--- src/rtl/sbdd_pkg.sv ---
// ============================================================================
// sbdd_pkg
// Shared constants for the signed binary to decimal symbol converter.
// ============================================================================
package sbdd_pkg;

  // Default width of the two's complement input word
  localparam int unsigned WordBitsDefault = 32;

  // Symbol encoding: 0..9 are decimal digits, SymMinus is the minus sign
  localparam int unsigned SymW = 4;
  localparam logic [SymW-1:0] SymMinus = 4'd10;

  // Requests held between the front and the back part
  localparam int unsigned QueueDepth = 2;

endpackage

--- src/rtl/signed_binary_to_decimal_digits_core.sv ---
// ============================================================================
// signed_binary_to_decimal_digits_core
// Reads a word as a two's complement integer and emits its decimal text,
// one symbol per request, most significant first, last symbol marked.
// ============================================================================
//
// Channel | Direction | Handshake            | Payload
// --------+-----------+----------------------+------------------------------
// in      | input     | in_valid_i/in_ready_o | word_value_i
// out     | output    | out_valid_o/out_ready_i | symbol_o, last_symbol_o
//
// A word is loaded from the queue, passes through a bit-serial shift-add-3
// step for each input bit in the back end, and is then emitted one symbol at
// a time, with each leading zero dropped in a step of its own.
// The front queues two words while the back end works.
// Reset clears the queue, the sequencer and the output valid.
// A stalled output holds the back end at its next symbol; a full queue holds in_ready_o low.
// ============================================================================
module signed_binary_to_decimal_digits_core #(
  parameter int unsigned WORD_BITS = sbdd_pkg::WordBitsDefault
) (
  input  logic                      clk_i,
  input  logic                      rst_ni,
  input  logic                      in_valid_i,
  output logic                      in_ready_o,
  input  logic [WORD_BITS-1:0]      word_value_i,
  output logic                      out_valid_o,
  input  logic                      out_ready_i,
  output logic [sbdd_pkg::SymW-1:0] symbol_o,
  output logic                      last_symbol_o
);

  logic                 q_valid;
  logic                 q_neg;
  logic [WORD_BITS-1:0] q_mag;
  logic                 q_pop;

  sbdd_front #(.WORD_BITS(WORD_BITS)) u_front (
    .clk_i        (clk_i),
    .rst_ni       (rst_ni),
    .in_valid_i   (in_valid_i),
    .in_ready_o   (in_ready_o),
    .word_value_i (word_value_i),
    .q_valid_o    (q_valid),
    .q_neg_o      (q_neg),
    .q_mag_o      (q_mag),
    .q_pop_i      (q_pop)
  );

  sbdd_back #(.WORD_BITS(WORD_BITS)) u_back (
    .clk_i         (clk_i),
    .rst_ni        (rst_ni),
    .q_valid_i     (q_valid),
    .q_neg_i       (q_neg),
    .q_mag_i       (q_mag),
    .q_pop_o       (q_pop),
    .out_valid_o   (out_valid_o),
    .out_ready_i   (out_ready_i),
    .symbol_o      (symbol_o),
    .last_symbol_o (last_symbol_o)
  );

endmodule

--- src/rtl/sbdd_front.sv ---
// ============================================================================
// sbdd_front
// Accepts input words, splits each into sign and magnitude, and queues the
// result for the conversion back end.
// ============================================================================
module sbdd_front #(
  parameter int unsigned WORD_BITS = sbdd_pkg::WordBitsDefault
) (
  input  logic                 clk_i,
  input  logic                 rst_ni,
  input  logic                 in_valid_i,
  output logic                 in_ready_o,
  input  logic [WORD_BITS-1:0] word_value_i,
  output logic                 q_valid_o,
  output logic                 q_neg_o,
  output logic [WORD_BITS-1:0] q_mag_o,
  input  logic                 q_pop_i
);

  localparam int unsigned Depth = sbdd_pkg::QueueDepth;
  localparam int unsigned PtrW  = (Depth > 1) ? $clog2(Depth) : 1;
  localparam int unsigned CntW  = $clog2(Depth + 1);

  logic                 neg_q [Depth];
  logic [WORD_BITS-1:0] mag_q [Depth];
  logic [PtrW-1:0]      wr_ptr_q, wr_ptr_d;
  logic [PtrW-1:0]      rd_ptr_q, rd_ptr_d;
  logic [CntW-1:0]      count_q, count_d;
  logic                 push;
  logic                 in_neg;
  logic [WORD_BITS-1:0] in_mag;

  // Classify: sign bit and two's complement magnitude
  assign in_neg = word_value_i[WORD_BITS-1];
  assign in_mag = in_neg ? (~word_value_i + WORD_BITS'(1)) : word_value_i;

  assign in_ready_o = (count_q != CntW'(Depth));
  assign push       = in_valid_i && in_ready_o;
  assign q_valid_o  = (count_q != '0);
  assign q_neg_o    = neg_q[rd_ptr_q];
  assign q_mag_o    = mag_q[rd_ptr_q];

  // Advance pointers and fill count
  always_comb begin
    wr_ptr_d = wr_ptr_q;
    rd_ptr_d = rd_ptr_q;
    count_d  = count_q;
    if (push) begin
      wr_ptr_d = (wr_ptr_q == PtrW'(Depth - 1)) ? '0 : wr_ptr_q + PtrW'(1);
    end
    if (q_pop_i) begin
      rd_ptr_d = (rd_ptr_q == PtrW'(Depth - 1)) ? '0 : rd_ptr_q + PtrW'(1);
    end
    if (push && !q_pop_i) begin
      count_d = count_q + CntW'(1);
    end else if (!push && q_pop_i) begin
      count_d = count_q - CntW'(1);
    end
  end

  always_ff @(posedge clk_i or negedge rst_ni) begin
    if (!rst_ni) begin
      wr_ptr_q <= '0;
      rd_ptr_q <= '0;
      count_q  <= '0;
    end else begin
      wr_ptr_q <= wr_ptr_d;
      rd_ptr_q <= rd_ptr_d;
      count_q  <= count_d;
    end
  end

  // Store the classified request
  always_ff @(posedge clk_i) begin
    if (push) begin
      neg_q[wr_ptr_q] <= in_neg;
      mag_q[wr_ptr_q] <= in_mag;
    end
  end

endmodule

--- src/rtl/sbdd_back.sv ---
// ============================================================================
// sbdd_back
// Bit-serial shift-add-3 conversion of a magnitude to BCD, then emission of
// the sign and the digits, leading zeros dropped, through an output register.
// ============================================================================
module sbdd_back #(
  parameter int unsigned WORD_BITS = sbdd_pkg::WordBitsDefault
) (
  input  logic                      clk_i,
  input  logic                      rst_ni,
  input  logic                      q_valid_i,
  input  logic                      q_neg_i,
  input  logic [WORD_BITS-1:0]      q_mag_i,
  output logic                      q_pop_o,
  output logic                      out_valid_o,
  input  logic                      out_ready_i,
  output logic [sbdd_pkg::SymW-1:0] symbol_o,
  output logic                      last_symbol_o
);

  // Enough decimal digits for 2^(WORD_BITS-1)
  localparam int unsigned NumDig = (WORD_BITS * 3) / 10 + 1;
  localparam int unsigned BcdW   = NumDig * 4;
  localparam int unsigned CntW   = $clog2(WORD_BITS);
  localparam int unsigned DigW   = $clog2(NumDig);
  localparam int unsigned SymW   = sbdd_pkg::SymW;

  localparam logic [1:0] StIdle  = 2'd0;
  localparam logic [1:0] StConv  = 2'd1;
  localparam logic [1:0] StSign  = 2'd2;
  localparam logic [1:0] StDigit = 2'd3;

  logic [1:0]           state_q, state_d;
  logic [WORD_BITS-1:0] bin_q, bin_d;
  logic [BcdW-1:0]      bcd_q, bcd_d;
  logic [BcdW-1:0]      bcd_adj;
  logic                 neg_q, neg_d;
  logic                 started_q, started_d;
  logic [CntW-1:0]      cnt_q, cnt_d;
  logic [DigW-1:0]      dig_q, dig_d;
  logic                 out_valid_q;
  logic [SymW-1:0]      symbol_q;
  logic                 last_q;
  logic                 can_load;
  logic                 load;
  logic [SymW-1:0]      load_sym;
  logic                 load_last;
  logic [3:0]           top_dig;
  logic                 last_dig;

  // Add 3 to every BCD digit of five or more before the shift
  always_comb begin
    for (int i = 0; i < NumDig; i++) begin
      bcd_adj[4*i +: 4] = (bcd_q[4*i +: 4] >= 4'd5) ? bcd_q[4*i +: 4] + 4'd3
                                                    : bcd_q[4*i +: 4];
    end
  end

  assign top_dig  = bcd_q[BcdW-1 -: 4];
  assign last_dig = (dig_q == '0);
  assign can_load = !out_valid_q || out_ready_i;

  // Sequence: load, convert, sign, digits
  always_comb begin
    state_d   = state_q;
    bin_d     = bin_q;
    bcd_d     = bcd_q;
    neg_d     = neg_q;
    started_d = started_q;
    cnt_d     = cnt_q;
    dig_d     = dig_q;
    q_pop_o   = 1'b0;
    load      = 1'b0;
    load_sym  = top_dig;
    load_last = 1'b0;
    case (state_q)
      StIdle: begin
        if (q_valid_i) begin
          q_pop_o = 1'b1;
          bin_d   = q_mag_i;
          bcd_d   = '0;
          neg_d   = q_neg_i;
          cnt_d   = '0;
          state_d = StConv;
        end
      end
      StConv: begin
        bcd_d = {bcd_adj[BcdW-2:0], bin_q[WORD_BITS-1]};
        bin_d = {bin_q[WORD_BITS-2:0], 1'b0};
        cnt_d = cnt_q + CntW'(1);
        if (cnt_q == CntW'(WORD_BITS - 1)) begin
          dig_d     = DigW'(NumDig - 1);
          started_d = 1'b0;
          state_d   = neg_q ? StSign : StDigit;
        end
      end
      StSign: begin
        if (can_load) begin
          load     = 1'b1;
          load_sym = sbdd_pkg::SymMinus;
          state_d  = StDigit;
        end
      end
      StDigit: begin
        if (top_dig == 4'd0 && !started_q && !last_dig) begin
          // Drop a leading zero without emitting
          bcd_d = {bcd_q[BcdW-5:0], 4'd0};
          dig_d = dig_q - DigW'(1);
        end else if (can_load) begin
          load      = 1'b1;
          load_sym  = top_dig;
          load_last = last_dig;
          started_d = 1'b1;
          bcd_d     = {bcd_q[BcdW-5:0], 4'd0};
          dig_d     = dig_q - DigW'(1);
          if (last_dig) begin
            state_d = StIdle;
          end
        end
      end
      default: begin
        state_d = StIdle;
      end
    endcase
  end

  always_ff @(posedge clk_i or negedge rst_ni) begin
    if (!rst_ni) begin
      state_q     <= StIdle;
      out_valid_q <= 1'b0;
    end else begin
      state_q <= state_d;
      if (load) begin
        out_valid_q <= 1'b1;
      end else if (out_ready_i) begin
        out_valid_q <= 1'b0;
      end
    end
  end

  // Working registers and output payload
  always_ff @(posedge clk_i) begin
    bin_q     <= bin_d;
    bcd_q     <= bcd_d;
    neg_q     <= neg_d;
    started_q <= started_d;
    cnt_q     <= cnt_d;
    dig_q     <= dig_d;
    if (load) begin
      symbol_q <= load_sym;
      last_q   <= load_last;
    end
  end

  assign out_valid_o   = out_valid_q;
  assign symbol_o      = symbol_q;
  assign last_symbol_o = last_q;

endmodule

--- config.mk ---
export PLATFORM = sky130hd
export DESIGN_NAME = signed_binary_to_decimal_digits_core
export DESIGN_NICKNAME = d
export VERILOG_FILES = /design/src/rtl/sbdd_pkg.sv /design/src/rtl/signed_binary_to_decimal_digits_core.sv /design/src/rtl/sbdd_front.sv /design/src/rtl/sbdd_back.sv
export SDC_FILE = /design/constraint.sdc
export NUM_CORES = 1
export LEC_CHECK = 0
export BUFFER_PORTS_ARGS = -buffer_cell sky130_fd_sc_hd__buf_2
export CAP_MARGIN = 10
export CORE_MARGIN = 2
export CORE_UTILIZATION = 35
export DETAILED_ROUTE_END_ITERATION = 8
export SETUP_SLACK_MARGIN = 0.02
export SYNTH_ARGS = -nofsm -noshare
export SYNTH_HDL_FRONTEND = slang
export SYNTH_SLANG_ARGS = --single-unit
--- constraint.sdc ---
create_clock -name clk_i -period 4.9 [get_ports clk_i]
set_clock_uncertainty 0.05 [all_clocks]
set_input_delay 0.49 -clock clk_i [delete_from_list [all_inputs] [get_ports clk_i]]
set_output_delay 0.49 -clock clk_i [all_outputs]
set_load 0.005 [all_outputs]
==> results of run 1 <==
## metal layers
layer | GRT usage | wire, um | up-vias
met5 | 0 | 0 | -
met4 | 0.0450 | 188 | 0
met3 | 0.0272 | 352 | 13
met2 | 0.190 | 6220 | 70
met1 | 0.166 | 7160 | 2303
li1 | - | - | 2448
## power groups by stage
stage | Sequential, W | Clock [W] | Combinational (W)
floorplan | 0.00262 | 0 | 0.00151
global placement | 0.00273 | 0 | 0.00188
detailed placement | 0.00274 | 0 | 0.00193
CTS | 0.00271 | 0.00132 | 0.00193
global route | 0.00278 | 0.00137 | 0.00217
finish | 0.00270 | 0.00129 | 0.00189
## Yosys cell counts, types with 7 or more instances
cell / number
nand2_1: 70
ha_1: 30
nand2b_1: 19
mux2i_1: 41
edfxtp_1: 154
a21oi_1: 23
clkbuf_1: 18
o21ai_0: 66
xnor2_1: 45
o31ai_1: 16
nor3b_1: 9
nor2_1: 17
o41ai_1: 8
a22o_1: 12
dfrtp_1: 7
inv_1: 33
## worst min path at each step
stage | start | endpoint | slack, ns | depth (start not counted)
final | word_value_i[0] | u_front.mag_q[1][0]$_DFFE_PP_ | 0.24 | 1
after CTS | word_value_i[0] | u_front.mag_q[1][0]$_DFFE_PP_ | 0.22 | 1
after global routing | word_value_i[0] | u_front.mag_q[0][0]$_DFFE_PP_ | 0.22 | 1
after global placement | rst_ni | u_back.out_valid_o$_DFFE_PN0P_ | 0.29 | 1
after detailed placement | rst_ni | u_back.out_valid_o$_DFFE_PN0P_ | 0.30 | 1
after floorplan | rst_ni | u_back.out_valid_o$_DFFE_PN0P_ | 0.14 | 0
## repair_timing
| action | CTS | global route |
|---|---|---|
| hold buffers | 1 | 0 |
| setup buffers | 0 | 0 |
| endpoints found under the hold margin | 7 | 0 |
## sequential cells by signal, indices dropped and copies added (netlist names)
name                  count
u_back.last_symbol_o      1
u_front.wr_ptr_q          1
u_back.out_valid_o        1
u_back.started_q          1
u_back.state_q            2
u_back.bin_q             32
u_back.cnt_q              5
u_front.neg_q             2
u_back.dig_q              4
u_front.mag_q            64
u_front.rd_ptr_q          1
u_back.symbol_o           4
u_back.bcd_q             40
u_back.neg_q              1
u_front.count_q           2
## cell families (layout without fill, tap and decap cells)
family                     count (synthesis)  after routing  synth area share
xor gates and xnor gates                  51             51            0.0562
AOI/OAI and AO/OA                        142            142             0.112
muxes                                     43             43            0.0545
adders and majority gates                 30             30            0.0473
and+or+nand+nor                          154            154            0.0985
buffers and inverters                     58            113            0.0277
DFF                                      161            161             0.604
## final cells by class
cell class | count | area, um^2 | area share
clock buffers | 19 | 433 | 0.0478
clock inverters | 12 | 135 | 0.0149
inverters | 33 | 124 | 0.0137
multi-input cells | 420 | 2940 | 0.325
flip-flops and latches | 161 | 4800 | 0.530
well taps | 285 | 357 | 0.0394
repair buffers | 49 | 265 | 0.0293
## stage by stage
step	util	cell area, um^2	std cells	hold slack [ns]	power [W]
after floorplan	-	7940	639	0.144	0.00413
after global placement	0.378	8480	947	0.294	0.00461
after detailed placement	0.378	8480	947	0.301	0.00466
after CTS	0.404	9060	979	0.218	0.00596
after global routing	0.404	9060	979	0.219	0.00633
final	0.404	9060	979	0.240	0.00589
## critical path: cells and delay by family (launching register included)
family / cells / cell delay (ns)
buffers and inverters: 3 / 0.88
flip-flops: 1 / 0.42
AO/OA/AOI/OAI: 1 / 0.71
adder cells (fa/ha/maj): 1 / 0.18
==> results.yml, run 1 <==
timing:
  slew_headroom: 0.302
  setup_ws_ns: 2.33
  rsz0062_at_grt: "no"
  setup-violations-final: 0
  worst_pin_slew_ns: 1.05
  fin_crit_sh: 0.524
  min_period_ns: 2.57
  setup_tns_ns: 0
  finalHoldViolCount: 0
  drv_slew: 0
  fmaxAchievable_mhz: 389
placement:
  place.port_buffers: 42
  dp_slack_ns: 2.24
  routabilityCongestion: 0.737
  dp_hpwl_mm: 8.88
global_route:
  overflow: 0
  grt_pass1_vias: 4712
  track_usage: 0.122
  antenna_found_initial: 0
  grt_pass1_wl_mm: 23.1
  grt_max_degree: 86
min_path:
  hold_class: "input port to flop"
cells_and_area:
  area_growth_pct: 14.1
  layout_common_cells: "154 x edfxtp_1, 70 x nand2_1, 66 x o21ai_0"
  drive_gt1_frac: 0.131
  final_nets: 748
  layout_commonest_cell: "edfxtp_1"
  fillers: 2129
  n_antenna_cell: 0
power_and_ir_drop:
  power_switching_w: 0.00203
  p_int_w: 0.00385
  leakage_nw: 3.30
  p_comb_frac: 0.322
  power_density_mw_per_mm2: 650
  switching_share: 0.345
  vdd.ir_drop.worst_mv: 0.263
  sequentialPowerShare: 0.459
  p_clk_frac: 0.219
die:
  start_util: 0.354
  die_h_um: 155
  die_w_um: 155
  core.rowCount: 55
  dieArea_mm2: 0.0239
  io_pins: 43
  core_mm2: 0.0224
yosys:
  synth_top_area_share: 0.582
  ys.flop_type: "edfxtp_1"
  synth_nets: 705
  syn_avg_cell_area_um2: 12.4
  yosysTopAreaCell: "edfxtp_1"
  synth_edf_count: 154
  ys_ff_latch: 161
  ys_seq_area_frac: 0.604
  synth.distinct_cells: 48
  yosys_warnings: 0
  synth.cell_area_mm2: 0.00794
  ys_top_cells_by_area: "edfxtp_1 58%, mux2i_1 5.2%, xnor2_1 5.0%"
  synth-async-reset-ratio: 0.0435
  syn_inst: 639
status:
  status: "finished clean"
cts:
  clkTransAtPathRegs_ns: 0.06
  clk_latency_ns: 0.42
  clockRootBuffer: "clkbuf_16"
  numClockSinks: 161
  cts.htree.levels: 4
  cts_tree: "done"
  clock_path_buffers: 2
  cts_resized: 0
  numCtsBuffers: 17
worst_setup_path:
  critPathCapture: "u_back.bin_q[3]$_DFFE_PP_"
  worst_path_max_delay_cell: "a21boi_4"
  required_ns: 4.96
  criticalPathCategory: "flop to flop"
  rr_worst_depth: 5
  end_kind: "flop"
  reg2reg_to: "u_back.bin_q[3]$_DFFE_PP_"
  path_cells: "inv_1 -> ha_2 -> inv_1 -> a21boi_4 -> buf_4"
  critPathLaunch: "u_back.state_q[1]$_DFFE_PN0P_"
  crit_arrival_ns: 2.63
  startpoint_type: "flop"
  critical_path.max_fanout: 30
  r2r_setup_slack_ns: 2.33
  critPathMaxStageDelay_ns: 0.71
  r2r_start: "u_back.state_q[1]$_DFFE_PN0P_"
  timing.critical_path.mode_cell: "inv_1"
drt:
  post_drt_wl_per_cell_um: 14.2
  drt-pass1-iter-count: 4
  routed_wl_mm: 13.9
  route.detailed.drc: 0
  antenna_left: 0
  dr_total_vias: 4834
  drt_iter0_drc: 373
  vias_per_cell: 4.94
flow_run:
  maxCapViolations: 0
Note: power is estimated with default switching activity, not from simulation.
==> run 2, diff against run 1 <==
clock period = 2.1 ns   (was 4.9 ns; I/O delays follow)
==> results.yml, run 2 (synthesis gave the netlist of run 1 again) <==
cells_and_area:
  multiInputGateArea_mm2: 0.00298
  largest_reg_flops: 64
  layout_commonest_cell: "edfxtp_1"
  area_growth_pct: 18.1
  final_cells: 999
  regArea_mm2: 0.00480
  final_nets: 767
  fillers: 2120
  n_antenna_cell: 0
  top_regs: "u_front.mag_q x64, u_back.bcd_q x40, u_back.bin_q x32"
  regMostFlops: "u_front.mag_q"
  drive_gt1_frac: 0.168
  layout_common_cells: "154 x edfxtp_1, 69 x nand2_1, 66 x o21ai_0"
  final_area_mm2: 0.00938
placement:
  dp_hpwl_mm: 8.91
  place_inst: 961
  routabilityCongestion: 0.748
  placed_cell_area_mm2: 0.00869
  place.port_buffers: 42
cts:
  clkTransAtPathRegs_ns: 0.07
  numClockSinks: 161
  clockRootBuffer: "clkbuf_16"
  clk_latency_ns: 0.42
  numCtsBuffers: 17
  cts.htree.levels: 4
  clock_path_buffers: 2
  cts_tree: "done"
global_route:
  grt_pass1_vias: 4878
  grt_max_degree: 68
  antenna_found_initial: 0
  overflow: 0
  track_usage: 0.123
  grt_pass1_wl_mm: 23.7
worst_setup_path:
  critical_path.max_fanout: 20
  crit_buf_inv: 3
  critPathMaxStageDelay_ns: 0.41
  path_cells: "inv_1 -> ha_2 -> or3b_4 -> nand2_2 -> and3_4 -> nor3b_4 -> buf_4 -> buf_12"
  criticalPathCategory: "flop to flop"
  startpoint_type: "flop"
  cpLargestDelayFamily: "simple AND/OR/NAND/NOR gates"
  required_ns: 2.22
  crit_arrival_ns: 2.16
  end_kind: "flop"
  worst_path_max_delay_cell: "edfxtp_1"
timing:
  worst_pin_slew_ns: 0.576
  drv_slew: 0
  min_period_ns: 2.04
  fmaxAchievable_mhz: 491
  setup_tns_ns: 0
  setup-violations-final: 0
  fin_crit_sh: 0.970
  slew_headroom: 0.616
  rsz0062_at_grt: "yes"
  finalHoldViolCount: 0
drt:
  dr_total_vias: 4918
  routed_wl_mm: 14.1
  post_drt_wl_per_cell_um: 14.1
  drt-pass1-iter-count: 4
  antenna_left: 0
  route.detailed.drc: 0
  drt_iter0_drc: 337
  vias_per_cell: 4.92
min_path:
  hold_class: "input port to flop"
power_and_ir_drop:
  leakage_nw: 3.45
  vdd.ir_drop.worst_mv: 0.701
  power_density_mw_per_mm2: 1540
  total_power_w: 0.0144
die:
  dieArea_mm2: 0.0239
  io_pins: 43
  core_mm2: 0.0224
  die_h_um: 155
  die_w_um: 155
  core.rowCount: 55
  start_util: 0.354
flow_run:
  maxCapViolations: 0
status:
  status: "finished clean"
-- run 2: through the flow --
stage / setup slack, ns / hold WS, ns / utilization
after floorplan: -0.524 / -0.136 / -
after global placement: 0.108 / 0.00248 / 0.387
after detailed placement: 0.0637 / 0.00142 / 0.387
after CTS: 0.0654 / 0.0514 / 0.415
after global routing: 0.00234 / 0.0830 / 0.418
final: 0.0623 / 0.0622 / 0.418
-- run 2: cell type report --
cell class | count | share of cell area
Multi-Input combinational cell | 420 | 0.318
Tap cell | 285 | 0.0380
Clock buffer | 18 | 0.0458
Timing Repair Buffer | 68 | 0.0554
Inverter | 33 | 0.0132
Clock inverter | 14 | 0.0181
Sequential cell | 161 | 0.512
-- run 2: final timing paths --
| kind | from | endpoint | slack (ns) | cells past startpoint |
|---|---|---|---|---|
| max | u_back.dig_q[0]$_SDFFCE_PN1P_ | u_back.bcd_q[6]$_DFFE_PP_ | 0.06 | 8 |
| min | in_valid_i | u_front.wr_ptr_q$_DFFE_PN0P_ | 0.06 | 3 |
| max reg2reg | u_back.dig_q[0]$_SDFFCE_PN1P_ | u_back.bcd_q[6]$_DFFE_PP_ | 0.06 | 8 |
| min reg2reg | u_front.wr_ptr_q$_DFFE_PN0P_ | u_front.wr_ptr_q$_DFFE_PN0P_ | 0.47 | 1 |
| max in group asynchronous | rst_ni | u_front.rd_ptr_q$_DFFE_PN0P_ | 1.73 | 2 |
| min in group asynchronous | rst_ni | u_front.count_q[0]$_DFFE_PN0P_ | 0.10 | 2 |
-- run 2: where the power goes --
part           total, W  switching [W]  internal (W)
clock network   0.00313        0.00134       0.00180
registers       0.00617       0.000708       0.00546
logic           0.00514        0.00294       0.00220
total            0.0144        0.00499       0.00946
-- run 2: layer usage --
layer  global-route usage  routed length (um)  up-vias
met5                    0                   0        -
li1                     -                   -     2483
met3               0.0249                 399       14
met2                0.201                6410       70
met1                0.164                7100     2351
met4               0.0437                 185        0
-- run 2: what timing repair did --
action	CTS	global route
setup buffers	0	2
hold buffers	2	0
gates resized for setup	0	6
setup endpoints to repair	0	41
hold endpoints to repair	9	0
-- run 2: tightest hold or removal path, stage by stage --
cell	delay [ns]
buf_2	0.10
nand2_1	0.11
xnor2_1	0.07
